**src/rtl/core/saria_pkg.sv**
```systemverilog
// shared constants, codes and types for the sorted array insert/remove unit
package saria_pkg;

  localparam int CAPACITY = 16;
  localparam int OCC_W    = $clog2(CAPACITY + 1);
  localparam int VAL_W    = 32;
  localparam int CMD_W    = 2;
  localparam int ST_W     = 2;
  localparam int CNT_W    = 5;

  localparam logic [CMD_W-1:0] CMD_INSERT = 2'd0;
  localparam logic [CMD_W-1:0] CMD_REMOVE = 2'd1;
  localparam logic [CMD_W-1:0] CMD_CLEAR  = 2'd2;

  localparam logic [ST_W-1:0] ST_DONE     = 2'd0;
  localparam logic [ST_W-1:0] ST_FULL     = 2'd1;
  localparam logic [ST_W-1:0] ST_EMPTY    = 2'd2;
  localparam logic [ST_W-1:0] ST_NOTFOUND = 2'd3;

  typedef logic signed [VAL_W-1:0] value_t;

  // write strobes broadcast to every cell
  typedef struct packed {
    logic ins;
    logic rem;
  } cell_ctl_t;

endpackage

```
**src/rtl/core/saria_cell.sv**
```systemverilog
// one storage cell of the sorted chain: compares against the key and shifts with neighbors
module saria_cell (
  input  logic                clk,
  input  saria_pkg::cell_ctl_t ctl,
  input  saria_pkg::value_t   key,
  input  logic                occupied,
  input  logic                lo_ins_here,
  input  saria_pkg::value_t   lo_entry,
  input  saria_pkg::value_t   hi_entry,
  output saria_pkg::value_t   entry,
  output logic                ins_here,
  output logic                match
);

  saria_pkg::value_t entry_r;
  saria_pkg::value_t entry_nxt;
  logic              ge;

  assign ge       = occupied && (entry_r >= key);
  // unoccupied cell or entry not below the key: insertion point or beyond
  assign ins_here = !occupied || ge;
  assign match    = occupied && (entry_r == key);
  assign entry    = entry_r;

  always_comb begin
    entry_nxt = entry_r;
    if (ctl.ins && ins_here) begin
      entry_nxt = lo_ins_here ? lo_entry : key;
    end else if (ctl.rem && ge) begin
      // every occupied cell at or after the first match pulls from above
      entry_nxt = hi_entry;
    end
  end

  always_ff @(posedge clk) begin
    entry_r <= entry_nxt;
  end

endmodule

```
**src/rtl/core/sorted_array_insert_remove_unit.sv**
```systemverilog
// Sorted array of signed 32-bit values kept as a chain of compare-and-shift cells.
// Every cell compares its entry with the command value in parallel and takes its own
// word, its lower or upper neighbor's word or the command value; insert, remove and
// clear take effect at the accepting edge. One command is accepted per cycle while
// the result register is free or being drained. Each command yields one result item
// with a status and the new count. Capacity is saria_pkg::CAPACITY; a full insert or
// a missing value leaves the array unchanged. No clearing pass is needed after reset.
module sorted_array_insert_remove_unit (
  input  logic        clk,
  input  logic        rst_n,
  input  logic        in_tvalid,
  output logic        in_tready,
  input  logic [31:0] in_tdata,   // [31:0] value
  input  logic [1:0]  in_tuser,   // [1:0] cmd
  output logic        out_tvalid,
  input  logic        out_tready,
  output logic [7:0]  out_tdata,  // [4:0] count, [7:5] zero
  output logic [1:0]  out_tuser   // [1:0] status
);

  localparam int N = saria_pkg::CAPACITY;

  logic [saria_pkg::OCC_W-1:0] occ_r, occ_nxt;
  logic                        out_valid_r;
  logic [saria_pkg::ST_W-1:0]  status_r, status_nxt;
  logic [saria_pkg::CNT_W-1:0] count_r;

  saria_pkg::cell_ctl_t ctl;
  saria_pkg::value_t    key;
  saria_pkg::value_t    entries [N];
  logic [N-1:0]         ins_vec;
  logic [N-1:0]         match_vec;
  logic                 accept;
  logic                 full;
  logic                 empty;
  logic                 found;

  assign key       = $signed(in_tdata);
  assign in_tready = !out_valid_r || out_tready;
  assign accept    = in_tvalid && in_tready;
  assign full      = (occ_r == saria_pkg::OCC_W'(N));
  assign empty     = (occ_r == '0);
  assign found     = |match_vec;

  always_comb begin
    occ_nxt    = occ_r;
    status_nxt = saria_pkg::ST_DONE;
    ctl        = '0;
    unique case (in_tuser)
      saria_pkg::CMD_INSERT: begin
        if (full) begin
          status_nxt = saria_pkg::ST_FULL;
        end else begin
          ctl.ins = accept;
          occ_nxt = occ_r + 1'b1;
        end
      end
      saria_pkg::CMD_REMOVE: begin
        if (empty) begin
          status_nxt = saria_pkg::ST_EMPTY;
        end else if (!found) begin
          status_nxt = saria_pkg::ST_NOTFOUND;
        end else begin
          ctl.rem = accept;
          occ_nxt = occ_r - 1'b1;
        end
      end
      saria_pkg::CMD_CLEAR: begin
        occ_nxt = '0;
      end
      default: begin
        occ_nxt = occ_r;
      end
    endcase
  end

  genvar gi;
  generate
    for (gi = 0; gi < N; gi++) begin : g_cell
      logic              lo_ins;
      saria_pkg::value_t lo_ent;
      saria_pkg::value_t hi_ent;

      if (gi == 0) begin : g_lo_edge
        assign lo_ins = 1'b0;
        assign lo_ent = key;
      end else begin : g_lo
        assign lo_ins = ins_vec[gi-1];
        assign lo_ent = entries[gi-1];
      end

      if (gi == N - 1) begin : g_hi_edge
        assign hi_ent = entries[gi];
      end else begin : g_hi
        assign hi_ent = entries[gi+1];
      end

      saria_cell u_cell (
        .clk         (clk),
        .ctl         (ctl),
        .key         (key),
        .occupied    (saria_pkg::OCC_W'(gi) < occ_r),
        .lo_ins_here (lo_ins),
        .lo_entry    (lo_ent),
        .hi_entry    (hi_ent),
        .entry       (entries[gi]),
        .ins_here    (ins_vec[gi]),
        .match       (match_vec[gi])
      );
    end
  endgenerate

  always_ff @(posedge clk) begin
    if (!rst_n) begin
      occ_r       <= '0;
      out_valid_r <= 1'b0;
    end else begin
      if (accept) begin
        occ_r       <= occ_nxt;
        out_valid_r <= 1'b1;
      end else if (out_tready) begin
        out_valid_r <= 1'b0;
      end
    end
  end

  always_ff @(posedge clk) begin
    if (accept) begin
      status_r <= status_nxt;
      count_r  <= saria_pkg::CNT_W'(occ_nxt);
    end
  end

  assign out_tvalid = out_valid_r;
  assign out_tuser  = status_r;
  assign out_tdata  = {3'b000, count_r};

`ifndef SYNTHESIS
  a_occ_bound: assert property (@(posedge clk) disable iff (!rst_n)
    occ_r <= saria_pkg::OCC_W'(N))
    else $error("occupancy above capacity");

  // sorted contents: the insertion boundary rises at most once along the chain
  a_sorted: assert property (@(posedge clk) disable iff (!rst_n)
    $onehot0(ins_vec & ~{ins_vec[N-2:0], 1'b0}))
    else $error("chain not in ascending order");

  a_rem_dec: assert property (@(posedge clk) disable iff (!rst_n)
    ctl.rem |=> occ_r == $past(occ_r) - 1'b1)
    else $error("remove did not shrink occupancy");

  a_full_hold: assert property (@(posedge clk) disable iff (!rst_n)
    (accept && in_tuser == saria_pkg::CMD_INSERT && full) |=> $stable(occ_r))
    else $error("full insert changed occupancy");

  a_result: assert property (@(posedge clk) disable iff (!rst_n)
    accept |=> out_tvalid && out_tdata[4:0] == saria_pkg::CNT_W'(occ_r))
    else $error("result missing or count mismatch");
`endif

endmodule
```
**config.mk**
```make
export PLATFORM = sky130hd
export DESIGN_NAME = sorted_array_insert_remove_unit
export DESIGN_NICKNAME = d
export VERILOG_FILES = /design/src/rtl/core/saria_pkg.sv /design/src/rtl/core/saria_cell.sv /design/src/rtl/core/sorted_array_insert_remove_unit.sv
export SDC_FILE = /design/constraint.sdc
export NUM_CORES = 2
export LEC_CHECK = 0
export ABC_AREA = 0
export BUFFER_PORTS_ARGS = -buffer_cell sky130_fd_sc_hd__buf_2
export CAP_MARGIN = 20
export CORE_ASPECT_RATIO = 0.9
export CORE_MARGIN = 10
export CORE_UTILIZATION = 49
export CTS_CLUSTER_DIAMETER = 30
export CTS_CLUSTER_SIZE = 30
export DETAILED_ROUTE_END_ITERATION = 10
export GPL_ROUTABILITY_DRIVEN = 1
export RECOVER_POWER = 50
export SLEW_MARGIN = 15
export SYNTH_ARGS = -nofsm -noshare
export SYNTH_HDL_FRONTEND = slang
export SYNTH_SLANG_ARGS = --single-unit
```
**constraint.sdc**
```tcl
create_clock -name clk -period 8.63 [get_ports clk]
set_input_delay 2.1575 -clock clk [delete_from_list [all_inputs] [get_ports clk]]
set_output_delay 2.1575 -clock clk [all_outputs]
set_load 0.02 [all_outputs]
```
# [Word level (Yosys, flattened, before mapping)]
# Index checks and enable logic that the tools add are counted.
[totals] wordCells=250 ff_bits=525
[classes] addsub=2 eq_ne=19 order_cmp=32 n_reduce_logical=117 n_mux=60
[op_table] op="32-bit 2-to-1 mux" count=45
[op_table] op="32-bit == test" count=16
[op_table] op="32-bit >= comparator" count=16
[op_table] op="1-bit logical AND" count=64
[op_table] op="4-bit by 5-bit less-than comparator with 1-bit output (first input constant)" count=8
[op_table] op="2-bit nonzero test" count=16
[op_table] op="3-bit by 5-bit less-than comparator with 1-bit output (first input constant)" count=4
[op_table] op="1-bit logical NOT" count=17
[op_table] op="1-bit logical OR" count=17
[op_table] op="16-bit OR reduction" count=1
[op_table] op="5-bit 2-to-1 mux" count=3
[op_table] op="5-bit case mux with 3 select lines" count=1
[op_table] op="1-bit by 5-bit less-than comparator with 1-bit output (first input constant)" count=2
[op_table] op="2-bit by 5-bit less-than comparator with 1-bit output (first input constant)" count=2
[op_table] op="1-bit 2-to-1 mux" count=8
[op_table] op="5-bit by 1-bit adder with 5-bit output (second input constant)" count=1
[op_table] op="5-bit == test (second input constant)" count=1
[op_table] op="5-bit logical NOT" count=1
[op_table] op="5-bit by 1-bit subtractor with 5-bit output (second input constant)" count=1
[op_table] op="2-bit 2-to-1 mux" count=2
[op_table] op="2-bit case mux with 2 select lines" count=1
[op_table] op="2-bit by 1-bit == test with 1-bit output (second input constant)" count=1
[op_table] op="2-bit == test (second input constant)" count=1
[op_table] op="2-bit logical NOT" count=1

# [Logic depth before layout (Yosys ltp)]
[depth] word_depth=9 depth_mapped=14 mapped_depth_nobuf=10

# [Hierarchy]
# Synthesis repeated with hierarchy kept, for this count alone.
[unflattened] cells_unflattened=4522 area_unflattened_um2=44079.8
[modules_own_cells] mod="saria_cell" cells_each=274 area_per_inst_um2=2686.3 n_inst=16
[modules_own_cells] mod="sorted_array_insert_remove_unit" cells_each=138 area_per_inst_um2=1098.6 n_inst=1

# [Least setup slack after synthesis]
# OpenSTA, ideal clock, no wires.
[synth_timing] kind="input to register" from="input port in_tdata[11]" to="register g_cell[11].u_cell.entry_r[0], enable pin" cell_stages=12 arrival_time_ps=7410 required_time_ps=8160 path_slack_ps=749 n_path_buf=3 cell_sequence="clkbuf_1 > inv_1 > ha_1 > nand4_1 > or3_1 > a211o_1 > o211a_1 > o211ai_1 > mux2i_1 > buf_1 > clkbuf_1 > a21boi_0"
[synth_between] elab_chain_len=8 elab_cells_between_ends=42 classes_between="order compare: 1; eq/ne: 16; mux: 3; reduce/logical: 22"
[synth_lines] item="from (decl)" line="sorted_array_insert_remove_unit.sv:13" rtl="input logic [31:0] in_tdata,"
[synth_lines] item="32-bit == test" line="saria_cell.sv:22" rtl="assign match = occupied && (entry_r == key);"
[synth_lines] item="1-bit logical AND" line="saria_cell.sv:22"
[synth_lines] item="16-bit OR reduction" line="sorted_array_insert_remove_unit.sv:43" rtl="assign found = |match_vec;"
[synth_lines] item="1-bit 2-to-1 mux" line="sorted_array_insert_remove_unit.sv:61" rtl="end else if (!found) begin"
[synth_lines] item="1-bit 2-to-1 mux" line="sorted_array_insert_remove_unit.sv:59" rtl="if (empty) begin"
[synth_lines] item="1-bit 2-to-1 mux" line="sorted_array_insert_remove_unit.sv:49" rtl="unique case (in_tuser)"
[synth_lines] item="1-bit logical AND" line="saria_cell.sv:29" rtl="end else if (ctl.rem && ge) begin"
[synth_lines] item="2-bit nonzero test (no line) (*)"
[synth_lines] item="to (signal assigned)" line="saria_cell.sv:36" rtl="entry_r <= entry_nxt;"
[synth_lines] item="to (decl)" line="saria_cell.sv:15" rtl="saria_pkg::value_t entry_r;"
# Every way passes the cells marked *; elsewhere a longest branch is shown, timed or not.
# A chain may end at the register's enable or synchronous reset.

# [Worst setup path in the final report]
[layout_timing] from="input port in_tdata[21]" to="register g_cell[14].u_cell.entry_r[15], enable pin"
[layout_between] elab_chain_len=8 elab_cells_between_ends=42 classes_between="order compare: 1; eq/ne: 16; mux: 3; reduce/logical: 22"
[layout_lines] item="32-bit == test" line="saria_cell.sv:22"
[layout_lines] item="1-bit logical AND" line="saria_cell.sv:22"
[layout_lines] item="16-bit OR reduction" line="sorted_array_insert_remove_unit.sv:43"
[layout_lines] item="1-bit 2-to-1 mux" line="sorted_array_insert_remove_unit.sv:61"
[layout_lines] item="1-bit 2-to-1 mux" line="sorted_array_insert_remove_unit.sv:59"
[layout_lines] item="1-bit 2-to-1 mux" line="sorted_array_insert_remove_unit.sv:49"
[layout_lines] item="1-bit logical AND" line="saria_cell.sv:29"
[layout_lines] item="2-bit nonzero test (no line) (*)"
[layout_lines] item="to (signal assigned)" line="saria_cell.sv:36"
[layout_lines] item="to (decl)" line="saria_cell.sv:15"
# Marked as above.

==> metrics.txt <==
max frequency around 130 MHz; Worst Setup EP g_cell[14].u_cell.entry[15]; Max Cap Viol 6; critical path arrival between 8000 and 9000 ps; clock buffer depth 3; most common cell after layout, fill and taps aside edfxtp_1; proportion of power drawn by combinational gates 0.124; full die area about 0.092 mm2; CTS Sinks 525; initial antenna violation count 7; GRT overflow 0; crit-path cells clkbuf_1 > inv_1 > ha_1 > and4_1 > nor4b_1 > nand4b_1 > o2111ai_1 > a2111oi_0 > nand2_1 > buf_4 > and4_1 > a31o_2 > buf_12; Switching Power 2.39 mW; fill count 6,619; die width roughly 320 um; Worst R2R Setup Slack 3250 ps; vias in the first global route around 31,000; Sequential Power Share 0.317; Synth Warn # 0; violated checks max-capacitance violations, max-slew violations; Crit-path slowest cell a2111oi_0; syn_area_per_cell 10.8 um2; crit path capture type flip-flop; Setup crit start in_tdata[21]; Worst path max stage delay 1480 ps; All-Layer GR Usage 0.258; Pwr Total around 9.4 mW; largest net degree at the start of global routing between 150 and 200; Die Y 288 um; CTS root buf clkbuf_16; power density over the cells 208 mW/mm2; FP Rows 98; flops & latches, synth approximately 530; worst hold path class reg -> reg; VDD IR-drop max 0.190 mV; run status complete, but fails checks; Placer Congestion about 1; Via density 6.40; CTS tree yes; footprint of the multi-input gates about 0.022 mm2; actual slew at the worst max-slew pin 2340 ps; Synth cell types 70; NumNets Final 4,238; clock latency on the worst-skew pair just over 700 ps; clk_skew 24.5 ps; mapped cell area 0.0392 mm2; Worst slew margin -0.561; Synth Flop Type edfxtp_1; critical register-to-register path endpoint g_cell[14].u_cell.entry[15]; Area growth, synth to finish 15.9%; worst reg-to-reg path cell count 10; Util after Layout 0.573; Post-synth EDFFs about 520; CTS Buf Count ~150; Clock Power Share 0.559; Worst-path clk slew around 40 ps; drc violations 0; min Tclk post-route ~7600 ps; post-CTS resize count 0; maximum fanout along the worst path 17; initial cell density of the core 0.494; Post-CTS Setup Inserts 0; hpwl dp approximately 90,000 um; setup violators final 0; RSZ-0062 raised after global routing no; Crit path top cell by count and4_1; Hold Startpoint out_tvalid; most frequent cells in the layout edfxtp_1 (519), ha_1 (516), a21oi_1 (500); WL/cell 25.0 um; leak pwr roughly 19 nW; DRT iter0 DRCs around 2,900; antenna-violating nets left 0; I/O Buffers 46; Core ar. just under 0.08 mm2; critical path startpoint category input pin; Final Hold Vio Count 0; Via Count about 31,000; DRT Pass-1 Iters 6; Power Internal about 7 mW; Routed WL between 100,000 and 150,000 um; I/O Pins 50; Tcrit/Tclk final 0.878; async set-reset flop share out of synthesis 0; first-pass GRT wire length 188,000 um; Slew Limit Fails roughly 170; Reg area about 0.016 mm2; total negative slack 0 ps; Required @ worst endpoint a little over 9000 ps; hold_buf cts 0; r2r startpoint occ_r[2]; Setup CP Type in -> reg; sequential fraction of the synthesis area 0.401; CTS H-tree depth 4; Switching Fraction 0.253; share of cells above drive strength 1 0.181; Post-Synthesis Cells approximately 3,600
[critical path, delay by kind of cell]
kind | cells | cell delay (ps)
adder cells (fa/ha/maj) | 1 | 510
buffers and inverters | 4 | 1970
AND/OR/NAND/NOR | 5 | 1140
AO/OA/AOI/OAI | 3 | 2230
[metrics by stage]
step	std cells	hold WS, ps	area (um2)	worst slack, ps
6_report	4847	539	45400	1050
5_1_grt	4847	578	45400	939
4_1_cts	4842	538	45700	2060
3_5_place_dp	4583	532	40800	1310
3_3_place_gp	4582	514	40800	1220
2_1_floorplan	3622	543	39200	749
[cell usage after synthesis, drive strengths merged (3+ instances only)]
library cell  number  share of area
a2111oi            6         0.0020
a211o              3        0.00067
a211oi            15         0.0029
a21boi             7         0.0013
a21o              67          0.013
a21oi            502          0.064
a31oi             80          0.013
a41oi              3        0.00067
and2               7         0.0011
and3               3        0.00048
and4               8         0.0018
buf               62         0.0089
clkbuf           157          0.015
dfxtp              6         0.0031
edfxtp           519           0.40
ha               516           0.16
inv               68         0.0065
mux2             346           0.10
mux2i            280          0.071
nand2            201          0.019
nand2b            24         0.0038
nand3             31         0.0040
nand4            123          0.020
nand4b             5         0.0011
nor2              99         0.0095
nor2b             28         0.0045
nor3              20         0.0027
nor3b              4        0.00077
nor4              15         0.0024
nor4b              4        0.00089
o211a              3        0.00077
o211ai            20         0.0038
o21a              22         0.0042
o21ai            297          0.038
o21ba             11         0.0028
o22ai              9         0.0014
o311ai             6         0.0013
o31ai              9         0.0017
or2                5        0.00080
or3                4        0.00064
[flip-flops by register name, indices dropped and copies added (netlist names)]
name                 flops
g_cell.u_cell.entry    512
count_r                  5
occ_r                    5
out_tuser                2
out_tvalid               1
[area by class of cell]
type	count	area share
clock buffers	175	0.0852
clock inverters	84	0.0208
diodes	5	0.000275
well taps	1050	0.0289
inverters	68	0.00562
flip-flops and latches	525	0.346
multi-input cells	2810	0.495
repair buffers	130	0.0188
[metal layers]
layer,up-vias,routed length (um),GRT usage
met5,-,13,0
met4,2,3880,0.107
met3,224,8160,0.0361
met2,1239,54300,0.406
met1,15300,55000,0.356
li1,14300,-,-
[logic make-up (layout without fill, tap and decap cells)]
kind of cell,count (synthesis),count (layout),share of synthesized area
AOI/OAI and AO/OA,1081,1081,0.156
xor gates and xnor gates,2,2,0.000447
adders and majority gates,516,516,0.165
buffers and inverters,287,457,0.0305
DFF,525,525,0.401
muxes,626,626,0.174
other,1,8,0.0000957
and+or+nand+nor,582,582,0.0737
[power by group through the flow]
stage          clock, mW  combinational, mW  sequential [mW]
2_1_floorplan          0              0.825             3.00
3_3_place_gp           0               1.12             3.03
3_5_place_dp           0               1.16             3.03
4_1_cts             5.35               1.17             2.99
5_1_grt             5.50               1.29             3.00
6_report            5.28               1.17             2.99
[worst min path at each step]
stage / slack, ps / cells past startpoint / to
3_5_place_dp: 530 / 2 / out_tvalid
6_report: 540 / 2 / out_tvalid
2_1_floorplan: 540 / 2 / g_cell[15].u_cell.entry[10]
3_3_place_gp: 510 / 2 / out_tvalid
5_1_grt: 580 / 2 / out_tvalid
4_1_cts: 540 / 2 / out_tvalid
(Power assumes the default switching activity.)
